<file path="config.mk">
export PLATFORM = sky130hd
export DESIGN_NAME = date_string_validator
export DESIGN_NICKNAME = d
export VERILOG_FILES = /design/src/rtl/dsv_pkg.sv /design/src/rtl/dsv_accum.sv /design/src/rtl/dsv_judge.sv /design/src/rtl/date_string_validator.sv
export SDC_FILE = /design/constraint.sdc
export NUM_CORES = 1
export LEC_CHECK = 0
export ABC_AREA = 0
export BUFFER_PORTS_ARGS = -buffer_cell sky130_fd_sc_hd__buf_4
export CAP_MARGIN = 40
export CORE_MARGIN = 3
export CORE_UTILIZATION = 45
export CTS_CLUSTER_DIAMETER = 80
export DETAILED_ROUTE_END_ITERATION = 16
export RECOVER_POWER = 100
export SYNTH_ARGS = -nofsm -noshare
export SYNTH_HDL_FRONTEND = slang
export SYNTH_HIERARCHICAL = 1
export SYNTH_SLANG_ARGS = --single-unit
export TNS_END_PERCENT = 30
</file>
<file path="constraint.sdc">
create_clock -name clk -period 3.4 [get_ports clk]
set_input_delay 0 -clock clk [delete_from_list [all_inputs] [get_ports clk]]
set_output_delay 0 -clock clk [all_outputs]
set_load 0.01 [all_outputs]
</file>
<file path="src/rtl/dsv_pkg.sv">
// Shared packed type, constants and month-length helper function of the date string validator.
package dsv_pkg;

    localparam int unsigned CHAR_W  = 8;
    localparam int unsigned POS_W   = 4;
    localparam int unsigned DAY_W   = 7;
    localparam int unsigned MONTH_W = 7;
    localparam int unsigned YEAR_W  = 14;
    localparam int unsigned MLEN_W  = 5;

    localparam logic [POS_W-1:0]  DATE_LEN = POS_W'(10);
    localparam logic [POS_W-1:0]  POS_SAT  = POS_W'(11);

    // Character positions inside dd/mm/yyyy.
    localparam logic [POS_W-1:0]  POS_SLASH_A  = POS_W'(2);
    localparam logic [POS_W-1:0]  POS_SLASH_B  = POS_W'(5);
    localparam logic [POS_W-1:0]  POS_YEAR_LOW = POS_W'(8);

    localparam logic [CHAR_W-1:0] CHAR_SLASH = 8'h2F;
    localparam logic [CHAR_W-1:0] CHAR_ZERO  = 8'h30;
    localparam logic [CHAR_W-1:0] CHAR_NINE  = 8'h39;

    localparam logic [YEAR_W-1:0] MIN_YEAR       = YEAR_W'(1900);
    localparam logic [YEAR_W-1:0] MAX_YEAR_RESET = YEAR_W'(2011);

    // Finished string, handed from the accumulator to the judge stage.
    typedef struct packed {
        logic                 len_ok;
        logic                 fmt_err;
        logic [DAY_W-1:0]     day;
        logic [MONTH_W-1:0]   month;
        logic [YEAR_W-1:0]    year;
        logic                 leap;
    } snap_t;

    // Days in a month; months outside 1..12 are rejected elsewhere.
    function automatic logic [MLEN_W-1:0] month_len(input logic [MONTH_W-1:0] month,
                                                    input logic leap);
        logic [MLEN_W-1:0] len;
        len = MLEN_W'(31);
        case (month) inside
            MONTH_W'(4), MONTH_W'(6), MONTH_W'(9), MONTH_W'(11):
                len = MLEN_W'(30);
            MONTH_W'(2):
                len = leap ? MLEN_W'(29) : MLEN_W'(28);
            default:
                len = MLEN_W'(31);
        endcase
        return len;
    endfunction

endpackage

</file>
<file path="src/rtl/dsv_accum.sv">
// Input register and per-character accumulation of day, month, year and format.
module dsv_accum (
    input  logic                         clk,
    input  logic                         rst_n,
    input  logic                         s_tvalid,
    output logic                         s_tready,
    input  logic [dsv_pkg::CHAR_W-1:0]   s_tdata,   // [7:0] char_code
    input  logic                         s_tlast,   // last_char
    input  logic                         snap_free,
    output logic                         snap_load,
    output dsv_pkg::snap_t               snap
);

    logic                          in_valid_reg;
    logic [dsv_pkg::CHAR_W-1:0]    in_char_reg;
    logic                          in_last_reg;

    logic [dsv_pkg::POS_W-1:0]     pos_reg,   pos_next;
    logic [dsv_pkg::DAY_W-1:0]     day_reg,   day_next;
    logic [dsv_pkg::MONTH_W-1:0]   month_reg, month_next;
    logic [dsv_pkg::YEAR_W-1:0]    year_reg,  year_next;
    logic                          ferr_reg,  ferr_next;
    logic [1:0]                    hi4_reg,   hi4_next;
    logic [1:0]                    lo4_reg,   lo4_next;
    logic                          loz_reg,   loz_next;

    logic                          adv;
    logic                          is_digit;
    logic [3:0]                    digit;

    assign adv       = in_valid_reg && (!in_last_reg || snap_free);
    assign s_tready  = !in_valid_reg || adv;
    assign snap_load = adv && in_last_reg;

    assign is_digit = (in_char_reg >= dsv_pkg::CHAR_ZERO) && (in_char_reg <= dsv_pkg::CHAR_NINE);
    assign digit    = in_char_reg[3:0];

    always_comb
    begin
        day_next   = day_reg;
        month_next = month_reg;
        year_next  = year_reg;
        ferr_next  = ferr_reg;
        hi4_next   = hi4_reg;
        lo4_next   = lo4_reg;
        loz_next   = loz_reg;
        pos_next   = (pos_reg < dsv_pkg::POS_SAT) ? pos_reg + 1'b1 : pos_reg;

        if (pos_reg < dsv_pkg::DATE_LEN)
        begin
            if (pos_reg == dsv_pkg::POS_SLASH_A || pos_reg == dsv_pkg::POS_SLASH_B)
            begin
                if (in_char_reg != dsv_pkg::CHAR_SLASH)
                    ferr_next = 1'b1;
            end
            else if (!is_digit)
            begin
                ferr_next = 1'b1;
            end
            else if (pos_reg < dsv_pkg::POS_SLASH_A)
            begin
                day_next = dsv_pkg::DAY_W'({day_reg, 3'b000})
                         + dsv_pkg::DAY_W'({day_reg, 1'b0})
                         + dsv_pkg::DAY_W'(digit);
            end
            else if (pos_reg < dsv_pkg::POS_SLASH_B)
            begin
                month_next = dsv_pkg::MONTH_W'({month_reg, 3'b000})
                           + dsv_pkg::MONTH_W'({month_reg, 1'b0})
                           + dsv_pkg::MONTH_W'(digit);
            end
            else
            begin
                year_next = dsv_pkg::YEAR_W'({year_reg, 3'b000})
                          + dsv_pkg::YEAR_W'({year_reg, 1'b0})
                          + dsv_pkg::YEAR_W'(digit);
                // (10a + b) mod 4 equals (2a + b) mod 4, so each pair of year
                // digits is reduced on the fly for the leap rule.
                if (pos_reg < dsv_pkg::POS_YEAR_LOW)
                begin
                    hi4_next = {hi4_reg[0], 1'b0} + digit[1:0];
                end
                else
                begin
                    lo4_next = {lo4_reg[0], 1'b0} + digit[1:0];
                    loz_next = loz_reg && (digit == 4'd0);
                end
            end
        end
    end

    always_comb
    begin
        snap.len_ok  = (pos_next == dsv_pkg::DATE_LEN);
        snap.fmt_err = ferr_next;
        snap.day     = day_next;
        snap.month   = month_next;
        snap.year    = year_next;
        snap.leap    = loz_next ? (hi4_next == 2'd0) : (lo4_next == 2'd0);
    end

    always_ff @(posedge clk or negedge rst_n)
    begin
        if (!rst_n)
            in_valid_reg <= 1'b0;
        else if (s_tready)
            in_valid_reg <= s_tvalid;
    end

    always_ff @(posedge clk)
    begin
        if (s_tvalid && s_tready)
        begin
            in_char_reg <= s_tdata;
            in_last_reg <= s_tlast;
        end
    end

    always_ff @(posedge clk or negedge rst_n)
    begin
        if (!rst_n)
        begin
            pos_reg   <= '0;
            day_reg   <= '0;
            month_reg <= '0;
            year_reg  <= '0;
            ferr_reg  <= 1'b0;
            hi4_reg   <= 2'd0;
            lo4_reg   <= 2'd0;
            loz_reg   <= 1'b1;
        end
        else if (adv)
        begin
            if (in_last_reg)
            begin
                pos_reg   <= '0;
                day_reg   <= '0;
                month_reg <= '0;
                year_reg  <= '0;
                ferr_reg  <= 1'b0;
                hi4_reg   <= 2'd0;
                lo4_reg   <= 2'd0;
                loz_reg   <= 1'b1;
            end
            else
            begin
                pos_reg   <= pos_next;
                day_reg   <= day_next;
                month_reg <= month_next;
                year_reg  <= year_next;
                ferr_reg  <= ferr_next;
                hi4_reg   <= hi4_next;
                lo4_reg   <= lo4_next;
                loz_reg   <= loz_next;
            end
        end
    end

`ifndef SYNTHESIS
    a_pos_bounded: assert property (@(posedge clk) disable iff (!rst_n)
        pos_reg <= dsv_pkg::POS_SAT)
        else $error("character position beyond saturation");

    a_clear_after_last: assert property (@(posedge clk) disable iff (!rst_n)
        (adv && in_last_reg) |=> (pos_reg == '0 && !ferr_reg && year_reg == '0))
        else $error("state not cleared after last character");

    a_last_needs_room: assert property (@(posedge clk) disable iff (!rst_n)
        snap_load |-> snap_free)
        else $error("finished string dropped while judge stage busy");
`endif

endmodule

</file>
<file path="src/rtl/dsv_judge.sv">
// Snapshot register, date range checks and the registered result.
module dsv_judge (
    input  logic                         clk,
    input  logic                         rst_n,
    input  logic                         snap_load,
    input  dsv_pkg::snap_t               snap,
    output logic                         snap_free,
    input  logic [dsv_pkg::YEAR_W-1:0]   max_year,
    output logic                         m_tvalid,
    input  logic                         m_tready,
    output logic [7:0]                   m_tdata    // [0] date_valid, [7:1] zero
);

    logic              snap_valid_reg;
    dsv_pkg::snap_t    snap_reg;
    logic              out_valid_reg;
    logic              out_bit_reg;
    logic              out_free;
    logic              move;
    logic              verdict;

    assign out_free  = !out_valid_reg || m_tready;
    assign snap_free = !snap_valid_reg || out_free;
    assign move      = snap_valid_reg && out_free;

    always_comb
    begin
        verdict = snap_reg.len_ok && !snap_reg.fmt_err
               && (snap_reg.day >= dsv_pkg::DAY_W'(1))
               && (snap_reg.day <= dsv_pkg::DAY_W'(31))
               && (snap_reg.month >= dsv_pkg::MONTH_W'(1))
               && (snap_reg.month <= dsv_pkg::MONTH_W'(12))
               && (snap_reg.year >= dsv_pkg::MIN_YEAR)
               && (snap_reg.year <= max_year)
               && (snap_reg.day <= dsv_pkg::DAY_W'(dsv_pkg::month_len(snap_reg.month,
                                                                      snap_reg.leap)));
    end

    always_ff @(posedge clk or negedge rst_n)
    begin
        if (!rst_n)
        begin
            snap_valid_reg <= 1'b0;
            out_valid_reg  <= 1'b0;
        end
        else
        begin
            if (snap_free)
                snap_valid_reg <= snap_load;
            if (out_free)
                out_valid_reg <= snap_valid_reg;
        end
    end

    always_ff @(posedge clk)
    begin
        if (snap_load && snap_free)
            snap_reg <= snap;
        if (move)
            out_bit_reg <= verdict;
    end

    assign m_tvalid = out_valid_reg;
    assign m_tdata  = {7'b0000000, out_bit_reg};

`ifndef SYNTHESIS
    a_result_from_snapshot: assert property (@(posedge clk) disable iff (!rst_n)
        $rose(out_valid_reg) |-> $past(snap_valid_reg))
        else $error("result appeared without a finished string");

    a_valid_needs_length: assert property (@(posedge clk) disable iff (!rst_n)
        (move && verdict) |-> (snap_reg.len_ok && !snap_reg.fmt_err))
        else $error("accepted a string of wrong length or format");

    a_one_result_per_string: assert property (@(posedge clk) disable iff (!rst_n)
        (move && !snap_load) |=> !snap_valid_reg)
        else $error("snapshot not released after its result was taken");
`endif

endmodule

</file>
<file path="src/rtl/date_string_validator.sv">
// Top level of the dd/mm/yyyy date string validator.
//
//  Channel   Direction  Handshake            Payload
//  s_*       in         s_tvalid/s_tready    s_tdata = char_code, s_tlast = last_char
//  m_*       out        m_tvalid/m_tready    m_tdata[0] = date_valid
//  cfg_*     in         cfg_valid/cfg_ready  cfg_data = max_year
//
// One character request is taken every cycle while the result side keeps up.
// A character passes the input register, the accumulator logic, the snapshot
// register and the result register, and the verdict for a string appears once
// its last character has passed them all. Only the last character of a
// string waits for room in the snapshot stage; other characters keep flowing
// while a verdict sits unclaimed on the result side. Reset clears the
// per-string state and loads max_year with 2011. The configuration channel is
// always ready and is meant to be written only while no string is in flight.
module date_string_validator (
    input  logic                         clk,
    input  logic                         rst_n,
    input  logic                         s_tvalid,
    output logic                         s_tready,
    input  logic [7:0]                   s_tdata,    // [7:0] char_code
    input  logic                         s_tlast,    // last_char
    output logic                         m_tvalid,
    input  logic                         m_tready,
    output logic [7:0]                   m_tdata,    // [0] date_valid, [7:1] zero
    input  logic                         cfg_valid,
    output logic                         cfg_ready,
    input  logic [dsv_pkg::YEAR_W-1:0]   cfg_data    // max_year
);

    // Latest year that is still accepted.
    logic [dsv_pkg::YEAR_W-1:0] max_year_reg;

    logic              snap_load;
    logic              snap_free;
    dsv_pkg::snap_t    snap;

    assign cfg_ready = 1'b1;

    always_ff @(posedge clk or negedge rst_n)
    begin
        if (!rst_n)
            max_year_reg <= dsv_pkg::MAX_YEAR_RESET;
        else if (cfg_valid && cfg_ready)
            max_year_reg <= cfg_data;
    end

    // Character-by-character parsing of the string.
    dsv_accum u_accum (
        .clk       (clk),
        .rst_n     (rst_n),
        .s_tvalid  (s_tvalid),
        .s_tready  (s_tready),
        .s_tdata   (s_tdata),
        .s_tlast   (s_tlast),
        .snap_free (snap_free),
        .snap_load (snap_load),
        .snap      (snap)
    );

    // Range and calendar checks on the finished string.
    dsv_judge u_judge (
        .clk       (clk),
        .rst_n     (rst_n),
        .snap_load (snap_load),
        .snap      (snap),
        .snap_free (snap_free),
        .max_year  (max_year_reg),
        .m_tvalid  (m_tvalid),
        .m_tready  (m_tready),
        .m_tdata   (m_tdata)
    );

endmodule

</file>
# Word-level counts from Yosys, hierarchy flattened
# Cells that the tools add are included.
[classes]
addsub = 9
n_eq_ne = 9
magnitude_cmp = 14
muxes = 49
n_reduce_logical = 29
[op_table]
columns = ["cell", "n"]
rows = [
  ["two-way mux 14 bit", 6],
  ["two-way mux 7 bit", 11],
  ["two-way mux 2 bit", 14],
  ["logical AND 1 bit", 15],
  ["adder 14 bit", 1],
  ["adder 14 x 4 -> 14 bit", 1],
  ["adder 7 x 4 -> 7 bit", 2],
  ["adder 7 bit", 2],
  ["== test 7 x 3 -> 1 bit, second input constant", 2],
  ["== test 7 x 4 -> 1 bit, second input constant", 2],
  [">= comparator 14 x 11 -> 1 bit, second input constant", 1],
  [">= comparator 7 x 1 -> 1 bit, second input constant", 2],
  ["<= comparator 14 bit", 1],
  ["two-way mux 1 bit", 14],
  ["less-than comparator 4 bit, second input constant", 3],
  ["two-way mux 5 bit", 2],
  [">= comparator 8 x 6 -> 1 bit, second input constant", 1],
  ["<= comparator 8 x 6 -> 1 bit, second input constant", 1],
  ["two-way mux 4 bit", 2],
  ["!= test 8 x 6 -> 1 bit, second input constant", 1],
  ["== test 7 x 2 -> 1 bit, second input constant", 1],
  ["<= comparator 7 x 4 -> 1 bit, second input constant", 1],
  ["<= comparator 7 x 5 -> 1 bit", 1],
  ["<= comparator 7 x 5 -> 1 bit, second input constant", 1],
  ["other kinds (12)", 22],
]
[word_totals]
wordCells = 131
output_inout_bits = 11
regBits = 96

# Depth between registers and ports, before layout
# Gate-level depths: netlist of run 1.
[logic_depth]
word_depth = 9
ltp_mapped = 11
depth_no_buf = 11

# By module
# The synthesis of run 1 kept the hierarchy.
[modules_own_cells]
columns = ["module", "area_per_inst_um2", "instances", "seq_area_each_um2", "cells_per_inst"]
rows = [
  ["dsv_accum", 3826.2, 1, 1247.4, 423],
  ["dsv_judge", 1646.6, 1, 1011.0, 126],
  ["date_string_validator", 541.8, 1, 361.6, 31],
]

# Worst setup path before layout of run 1
# Ideal clock, no wire load.
[synth_path]
kind = "flip-flop to flip-flop"
startpoint = "reg u_accum/in_char_reg[3] (netlist bit)"
endpoint = "reg u_judge/snap_reg[12] (netlist bit), data pin"
t_arrival_ps = 2596
n_path_buf = 0
path_slack_ps = 545
path_stages_with_launch = 12
synth_period_minus_slack_ps = 2855
cell_sequence = "edfxtp_1 inv_1 fa_1 inv_1 ha_1 a21oi_1 nand4b_1 a21boi_0 a21oi_1 o21ai_0 xor2_1 mux2_2"
[synth_rtl]
columns = ["element", "line", "source"]
rows = [
  ["from (decl)", "dsv_accum.sv:15", "logic [dsv_pkg::CHAR_W-1:0] in_char_reg;"],
  ["from (signal assigned)", "dsv_accum.sv:114", "in_char_reg <= s_tdata;"],
  ["to (signal assigned)", "dsv_judge.sv:58", "snap_reg <= snap;"],
  ["to (decl)", "dsv_judge.sv:15", "dsv_pkg::snap_t snap_reg;"],
]

==> results.sh, run 1 <==
export IMPL_p_per_area_mw_per_mm2=492
export IMPL_setup_worst_path_end_class="flop"
export IMPL_synth_seq_cells=96
export IMPL_vias_per_cell=5.36
export IMPL_numPortBuffers=30
export IMPL_nNetsFinal=719
export IMPL_drt_drc_violations_left=0
export IMPL_cts_buffers=9
export IMPL_fmax_ghz=0.324
export IMPL_io_pins=39
export IMPL_fp_dieH_um=122
export IMPL_rows=41
export IMPL_synth_edf_count=41
export IMPL_fin_tns_setup_ps=0
export IMPL_cp_required_ps=3510
export IMPL_largest_reg_flops=31
export IMPL_htreeDepth=3
export IMPL_rsz0062_at_grt="false"
export IMPL_skew_ps=6.87
export IMPL_grt_overflow_total=0
export IMPL_startpoint_type="flop"
export IMPL_setup_worst_path_class="flop to flop"
export IMPL_synth_distinct_cells=70
export IMPL_start_util_pct=46.9
export IMPL_yosysTopAreaCell="edfxtp_1"
export IMPL_hp_class="input port to flop"
export IMPL_outcome="finished clean"
export IMPL_first_global_vias=4344
export IMPL_clk_path_buf_depth=2
export IMPL_grt_pass1_wl_mm=21.0
export IMPL_cp_cell_sequence="inv_1 > fa_1 > inv_1 > ha_1 > a21oi_1 > nand4b_1 > a21boi_0 > a21oi_1 > o21ai_0 > xor2_1 > mux2_2"
export IMPL_vias=4317
export IMPL_yosysSeqAreaShare_pct=43.6
export IMPL_synthFlopType="dfrtp_1"
export IMPL_yosysTopAreaCellShare_pct=20.5
export IMPL_drive_above_1_share_pct=12.6
export IMPL_dr_wl_met3_um=612
export IMPL_synthTopCellsByArea="edfxtp_1, dfrtp_1, ha_1"
export IMPL_m1WireLength_mm=5.99
export IMPL_mappedNetlistArea_mm2=0.00601
export IMPL_wire_per_inst_um=15.5
export IMPL_critPathBufInv=2
export IMPL_place_inst=763
export IMPL_ys_warn_count=6
export IMPL_synthCells=580
export IMPL_grt_start_max_net_pins=56
export IMPL_routed_wl_mm=12.5
export IMPL_die_x_um=122
export IMPL_cts_root_buf="clkbuf_16"
export IMPL_worstMarginPinSlew_ps=1450
export IMPL_cts_tree="built"
export IMPL_syn_area_per_cell_um2=10.4
export IMPL_clock_sinks=96
export IMPL_async_flop_share_pct=57.3
export IMPL_antennaDiodeCount=0
export IMPL_fin_crit_sh_pct=90.8
export IMPL_insertion_delay_ps=350
export IMPL_drv_cap=0
export IMPL_synthMostInstantiatedCell="nand2_1"
export IMPL_min_period_ps=3090
export IMPL_fill_cells=1168
export IMPL_leakage_nw=3.02
export IMPL_worst_path_dominant_cell_family="adder cells"
export IMPL_routabilityCongestion=0.898
export IMPL_drt_iter0_drc=307
export IMPL_post_cts_buffers=0
export IMPL_slowest_delay_ps=600
export IMPL_worstPathArrival_ps=3190
export IMPL_crit_fanout=5
export IMPL_antenna_found_initial=0
export IMPL_slew_violations=0
export IMPL_ant_nets=0
export IMPL_dieArea_mm2=0.0148
export IMPL_hold_viol_final=0
export IMPL_area_delta_synth_final_pct=13.1
export IMPL_core_mm2=0.0128
export IMPL_wl_met2_mm=5.76
export IMPL_top_layer_used="met4"
export IMPL_synth_common_cells="nand2_1, ha_1, dfrtp_1"
export IMPL_detailed_place_hpwl_mm=9.13
export IMPL_dr_pass1_iters=5
export IMPL_critical_path_slowest_cell="fa_1"
export IMPL_path_clk_slew_ps=70
export IMPL_finalSetupViolations=0
export IMPL_track_usage_pct=18.1
export IMPL_finalNonFillerCells=805
export IMPL_ir_drop_mv=0.308
export IMPL_maxSlewHeadroom_pct=3.36
==> placed cells by master, fill, tap and decap left out, drive strengths merged, types with 10 or more instances in the layout <==
master / netlist / final
dlygate4sd3: 0 / 26
a22oi: 11 / 11
edfxtp: 41 / 41
xnor2: 13 / 13
dfrtp: 45 / 45
inv: 38 / 42
a21o: 11 / 11
xor2: 10 / 10
nand2: 73 / 73
buf: 19 / 19
dfstp: 10 / 10
ha: 57 / 57
clkbuf: 11 / 25
o21ai: 53 / 53
nor2: 30 / 30
a21oi: 27 / 27
mux2: 20 / 20
nand2b: 10 / 10
==> repair_timing <==
action                                 CTS  global route
gates resized for setup                  0             0
endpoints found under the hold margin   70             0
hold buffers                            26             0
==> final cells by class <==
type | instances | area (um2) | area share [%]
clock buffers | 9 | 225 | 3.31
repair buffers | 61 | 495 | 7.28
inverters | 38 | 145 | 2.13
well taps | 172 | 215 | 3.16
multi-input cells | 422 | 3040 | 44.7
flip-flops and latches | 96 | 2620 | 38.5
clock inverters | 7 | 62.6 | 0.920
==> through the flow <==
stage / power, mW / setup WS [ps] / util (%) / cell area, um2 / hold slack, ps
CTS: 3.41 / 271 / 53.6 / 6880 / 46.2
detailed placement: 2.38 / 282 / 49.4 / 6330 / 126
floorplan: 2.16 / 545 / - / 6040 / -296
finish: 3.34 / 313 / 53.0 / 6800 / 55.0
global route: 3.58 / 66.1 / 53.0 / 6800 / 58.5
global placement: 2.35 / 352 / 49.4 / 6330 / 121
==> layer usage <==
layer,GRT usage (%),vias up
met1,24.9,2062
met3,3.90,13
met5,0,-
met2,28.7,88
li1,-,2154
met4,5.81,0
==> cells by family after synthesis <==
kind of cell               Yosys count  synth area share, %
and+or+nand+nor                    167                 14.2
AOI/OAI and AO/OA                  138                 15.2
DFF                                 96                 43.6
buffers and inverters               68                 5.49
adders and majority gates           63                 13.9
xor gates and xnor gates            23                 3.35
muxes                               23                 4.24
other                                2                0.125
==> final timing paths <==
kind / from / endpoint / slack, ps / cells past startpoint
setup / recovery: u_accum/in_char_reg[3] / u_judge/snap_reg[12] / 310 / 11
hold / removal: cfg_valid / max_year_reg[5] / 50 / 2
setup reg to reg: u_accum/in_char_reg[3] / u_judge/snap_reg[12] / 310 / 11
hold reg to reg: u_judge/snap_valid_reg / u_judge/m_tvalid / 490 / 1
max in group asynchronous: rst_n / u_accum/year_reg[1] / 2000 / 2
min in group asynchronous: rst_n / u_accum/year_reg[10] / 530 / 2
==> where the power goes <==
| part | switching, mW | total [mW] | internal [mW] |
|---|---|---|---|
| logic | 0.448 | 0.827 | 0.379 |
| registers | 0.160 | 1.53 | 1.37 |
| clock network | 0.474 | 0.987 | 0.513 |
No activity file was read; power rests on OpenSTA's default activity.
==> inputs of run 2 (changes only) <==
HOLD_SLACK_MARGIN = 0.08   (was default)
REMOVE_ABC_BUFFERS = 1   (was default)
==> run 2 against run 1 <==
Count of clock-buffer cells in the layout up 2. First-iteration DRC count up 0.98%. Non-clock buffer count grew 17. Critical path depth is 4 lower. Combinational power grew 4.8%. Worst setup slack better by 48 ps.
==> results.sh, run 2 (same netlist as run 1, synthesis figures left out) <==
export IMPL_dieArea_mm2=0.0148
export IMPL_vias_per_cell=5.35
export IMPL_drive_above_1_share_pct=12.3
export IMPL_rsz0062_at_grt="false"
export IMPL_slew_violations=0
export IMPL_drt_drc_violations_left=0
export IMPL_cts_repair_resize_count=0
export IMPL_detailed_place_hpwl_mm=9.40
export IMPL_start_util_pct=46.9
export IMPL_fp_dieH_um=122
export IMPL_dr_pass1_iters=4
export IMPL_antennaDiodeCount=0
export IMPL_cts_tree="built"
export IMPL_finalSetupViolations=0
export IMPL_cts_root_buf="clkbuf_16"
export IMPL_first_global_vias=4395
export IMPL_routed_wl_mm=13.1
export IMPL_fmax_ghz=0.329
export IMPL_setup_worst_path_end_class="flop"
export IMPL_grt_start_max_net_pins=56
export IMPL_vias=4401
export IMPL_grt_overflow_total=0
export IMPL_htreeDepth=3
export IMPL_setup_worst_path_class="flop to flop"
export IMPL_nNetsFinal=736
export IMPL_final_cell_mix="nand2_1, ha_1, o21ai_0, dfrtp_1, edfxtp_1"
export IMPL_insertion_delay_ps=350
export IMPL_die_x_um=122
export IMPL_antenna_found_initial=0
export IMPL_largest_reg_flops=31
export IMPL_ant_nets=0
export IMPL_rows=41
export IMPL_drt_iter0_drc=310
export IMPL_min_period_ps=3040
export IMPL_fin_crit_sh_pct=89.4
export IMPL_ctsHoldBuffers=40
export IMPL_post_cts_buffers=0
export IMPL_grt_pass1_wl_mm=22.2
export IMPL_p_per_area_mw_per_mm2=491
export IMPL_dpl_cell_area_mm2=0.00635
export IMPL_clock_sinks=96
export IMPL_leakage_nw=3.09
export IMPL_hold_viol_final=0
export IMPL_drv_cap=0
export IMPL_stdcell_area_mm2=0.00698
export IMPL_hp_class="input port to flop"
export IMPL_core_mm2=0.0128
export IMPL_cp_required_ps=3690
export IMPL_maxSlewHeadroom_pct=1.50
export IMPL_clk_path_buf_depth=2
export IMPL_track_usage_pct=19.3
export IMPL_area_delta_synth_final_pct=16.0
export IMPL_path_clk_slew_ps=70
export IMPL_worstMarginPinSlew_ps=1480
export IMPL_cts_buffers=9
export IMPL_fill_cells=1162
export IMPL_worstPathArrival_ps=3330
export IMPL_wire_per_inst_um=15.9
export IMPL_startpoint_type="flop"
export IMPL_io_pins=39
export IMPL_outcome="finished clean"
export IMPL_fin_tns_setup_ps=0
export IMPL_mostFrequentLayoutCell="nand2_1"
export IMPL_skew_ps=6.42
export IMPL_ir_drop_mv=0.275
export IMPL_crit_fanout=28
export IMPL_numPortBuffers=30
export IMPL_routabilityCongestion=0.819
==> run 2: cell types whose count changed in the layout (fill, tap and decap cells not counted), sizes merged <==
cell | before | now
buf | 19 | 20
bufinv | 0 | 1
clkbuf | 25 | 29
clkinv | 3 | 2
dlygate4sd3 | 26 | 40
inv | 42 | 40
==> run 2: final cells by class <==
cell class                      instances  area (um2)  share of cell area (%)
Clock inverter                          5        65.1                   0.933
Inverter                               38         145                    2.08
Timing Repair Buffer                   78         654                    9.38
Sequential cell                        96        2620                    37.6
Multi-Input combinational cell        422        3040                    43.6
Clock buffer                           11         233                    3.34
Tap cell                              172         215                    3.09
==> run 2: metrics by stage <==
| stage | total power [mW] | worst slack, ps | util (%) | hold slack, ps | std cells |
|---|---|---|---|---|---|
| global route | 3.66 | 76.7 | 54.4 | 369 | 822 |
| detailed placement | 2.38 | 431 | 49.5 | 129 | 766 |
| global placement | 2.35 | 469 | 49.5 | 121 | 766 |
| floorplan | 2.13 | 545 | - | -296 | 556 |
| finish | 3.42 | 361 | 54.4 | 378 | 822 |
| CTS | 3.47 | 382 | 55.0 | 297 | 822 |
==> run 2: power by group <==
part           internal (mW)  switching [mW]
Sequential              1.37           0.155
Combinational          0.406           0.461
Clock                  0.579           0.453
==> run 2: metal layers <==
| layer | routed length [um] | global-route usage, % | up-vias |
|---|---|---|---|
| met4 | 238 | 7.35 | 0 |
| met2 | 5960 | 30.7 | 75 |
| met3 | 551 | 3.76 | 14 |
| met5 | 0 | 0 | - |
| li1 | - | - | 2186 |
| met1 | 6350 | 26.3 | 2126 |
==> run 2: worst paths after layout <==
check,endpoint,slack (ps),from,cells past startpoint
max reg2reg,u_accum/year_reg[0],360,u_accum/pos_reg[1],7
min in group asynchronous,u_accum/year_reg[9],560,rst_n,2
max in group asynchronous,u_accum/day_reg[1],1960,rst_n,2
max,u_accum/year_reg[0],360,u_accum/pos_reg[1],7
min,u_accum/in_last_reg,380,s_tlast,2
min reg2reg,u_judge/m_tvalid,490,u_judge/snap_valid_reg,1
==> run 2: worst max-delay path, stage by stage (launching register included) <==
cell     delay, ps
dfrtp_1        510
inv_1          180
ha_1           210
nor3b_1         80
o21ai_2        950
inv_4          120
o21ai_0        640
a22o_1         270
==> inputs of run 3 (changes only) <==
CTS_BUF_LIST = sky130_fd_sc_hd__clkbuf_8 sky130_fd_sc_hd__clkbuf_16   (was default)
==> run 3 against run 2 <==
Sequential share of layout area unchanged. Final cell count unchanged. Die area is the same. Global-route usage is the same.
==> results.sh, run 3 (same netlist as run 1, synthesis figures left out) <==
export IMPL_ant_nets=0
export IMPL_fin_tns_setup_ps=0
export IMPL_io_pins=39
export IMPL_detailed_place_hpwl_mm=9.40
export IMPL_clk_path_buf_depth=2
export IMPL_fill_cells=1162
export IMPL_cp_cell_sequence="inv_1 > ha_1 > nor3b_1 > o21ai_2 > inv_4 > o21ai_0 > a22o_1"
export IMPL_rsz0062_at_grt="false"
export IMPL_cts_root_buf="clkbuf_16"
export IMPL_fmax_ghz=0.330
export IMPL_slowest_delay_ps=940
export IMPL_fin_crit_sh_pct=89.3
export IMPL_antennaDiodeCount=0
export IMPL_worstPathArrival_ps=3320
export IMPL_vias=4390
export IMPL_crit_fanout=28
export IMPL_cts_tree="built"
export IMPL_rows=41
export IMPL_grt_pass1_wl_mm=22.2
export IMPL_dr_pass1_iters=5
export IMPL_worstMarginPinSlew_ps=1470
export IMPL_htreeDepth=3
export IMPL_vias_per_cell=5.34
export IMPL_insertion_delay_ps=350
export IMPL_slew_violations=0
export IMPL_power_mw=3.42
export IMPL_setup_worst_path_class="flop to flop"
export IMPL_setup_worst_path_end_class="flop"
export IMPL_drv_cap=0
export IMPL_fp_dieH_um=122
export IMPL_final_cell_mix="nand2_1, ha_1, o21ai_0, dfrtp_1, edfxtp_1"
export IMPL_dieArea_mm2=0.0148
export IMPL_skew_ps=6.55
export IMPL_cp_required_ps=3690
export IMPL_path_clk_slew_ps=70
export IMPL_hold_viol_final=0
export IMPL_wire_per_inst_um=15.9
export IMPL_critical_path_slowest_cell="o21ai_2"
export IMPL_routed_wl_mm=13.1
export IMPL_critPathBufInv=2
export IMPL_maxSlewHeadroom_pct=2.06
export IMPL_antenna_found_initial=0
export IMPL_dpl_cell_area_mm2=0.00635
export IMPL_finalSetupViolations=0
export IMPL_track_usage_pct=19.3
export IMPL_area_delta_synth_final_pct=16.0
export IMPL_outcome="finished clean"
export IMPL_hp_class="input port to flop"
export IMPL_stdcell_area_mm2=0.00698
export IMPL_setup_ws_ps=365
export IMPL_routabilityCongestion=0.819
export IMPL_grt_overflow_total=0
export IMPL_startpoint_type="flop"
export IMPL_min_period_ps=3030
export IMPL_nNetsFinal=736
export IMPL_place_ws_ps=431
export IMPL_mostFrequentLayoutCell="nand2_1"
export IMPL_numPortBuffers=30
export IMPL_cts_buffers=9
export IMPL_drive_above_1_share_pct=12.3
export IMPL_start_util_pct=46.9
export IMPL_clock_sinks=96
export IMPL_largest_reg_flops=31
export IMPL_p_per_area_mw_per_mm2=490
export IMPL_drt_drc_violations_left=0
export IMPL_ir_drop_mv=0.275
export IMPL_leakage_nw=3.10
export IMPL_core_mm2=0.0128
export IMPL_grt_start_max_net_pins=56
export IMPL_first_global_vias=4395
export IMPL_post_cts_buffers=0
export IMPL_worst_path_dominant_cell_family="compound AO/OA/AOI/OAI gates"
export IMPL_die_x_um=122
export IMPL_drt_iter0_drc=334
## run 3: cell count changes in the layout (fill, tap and decap cells not counted), sizes merged
cell,delta
inv,+2
clkbuf,-2
## run 3: final cells by class
class	instances	area [um2]	area share, %
sequential	96	2620	37.6
clock inverter	7	72.6	1.04
inverter	38	145	2.08
multi-input combinational	422	3040	43.6
tap	172	215	3.09
timing repair buffer	78	654	9.38
clock buffer	9	225	3.23
## run 3: repair_timing
item | in CTS | in global routing
hold buffers | 40 | 0
resized for setup | 0 | 0
endpoints found under the hold margin | 71 | 0
## run 3: final timing paths
check	start	endpoint	slack (ps)	cells after the start
setup / recovery	u_accum/pos_reg[1]	u_accum/year_reg[0]	370	7
hold / removal	s_tlast	u_accum/in_last_reg	380	2
setup reg to reg	u_accum/pos_reg[1]	u_accum/year_reg[0]	370	7
hold reg to reg	u_judge/snap_valid_reg	u_judge/m_tvalid	490	1
max in group asynchronous	rst_n	u_accum/day_reg[1]	1970	2
min in group asynchronous	rst_n	u_accum/year_reg[9]	560	2
## run 3: through the flow
step | hold WS, ps | std cells | utilization (%)
floorplan | -296 | 556 | -
global placement | 121 | 766 | 49.5
detailed placement | 129 | 766 | 49.5
CTS | 297 | 822 | 55.0
global route | 368 | 822 | 54.4
finish | 378 | 822 | 54.4
## run 3: power by group
group          leakage, nW  internal [mW]  switching (mW)
clock network        0.153          0.573           0.452
logic                 1.86          0.406           0.460
registers             1.08           1.37           0.155
## run 3: per-layer routing
metal  vias up  GRT usage (%)  part of all wire, %
met5         -              0                    0
met2        77           30.7                   46
li1       2187              -                    -
met1      2110           26.3                   48
met3        16           3.76                  4.6
met4         0           7.35                  1.8
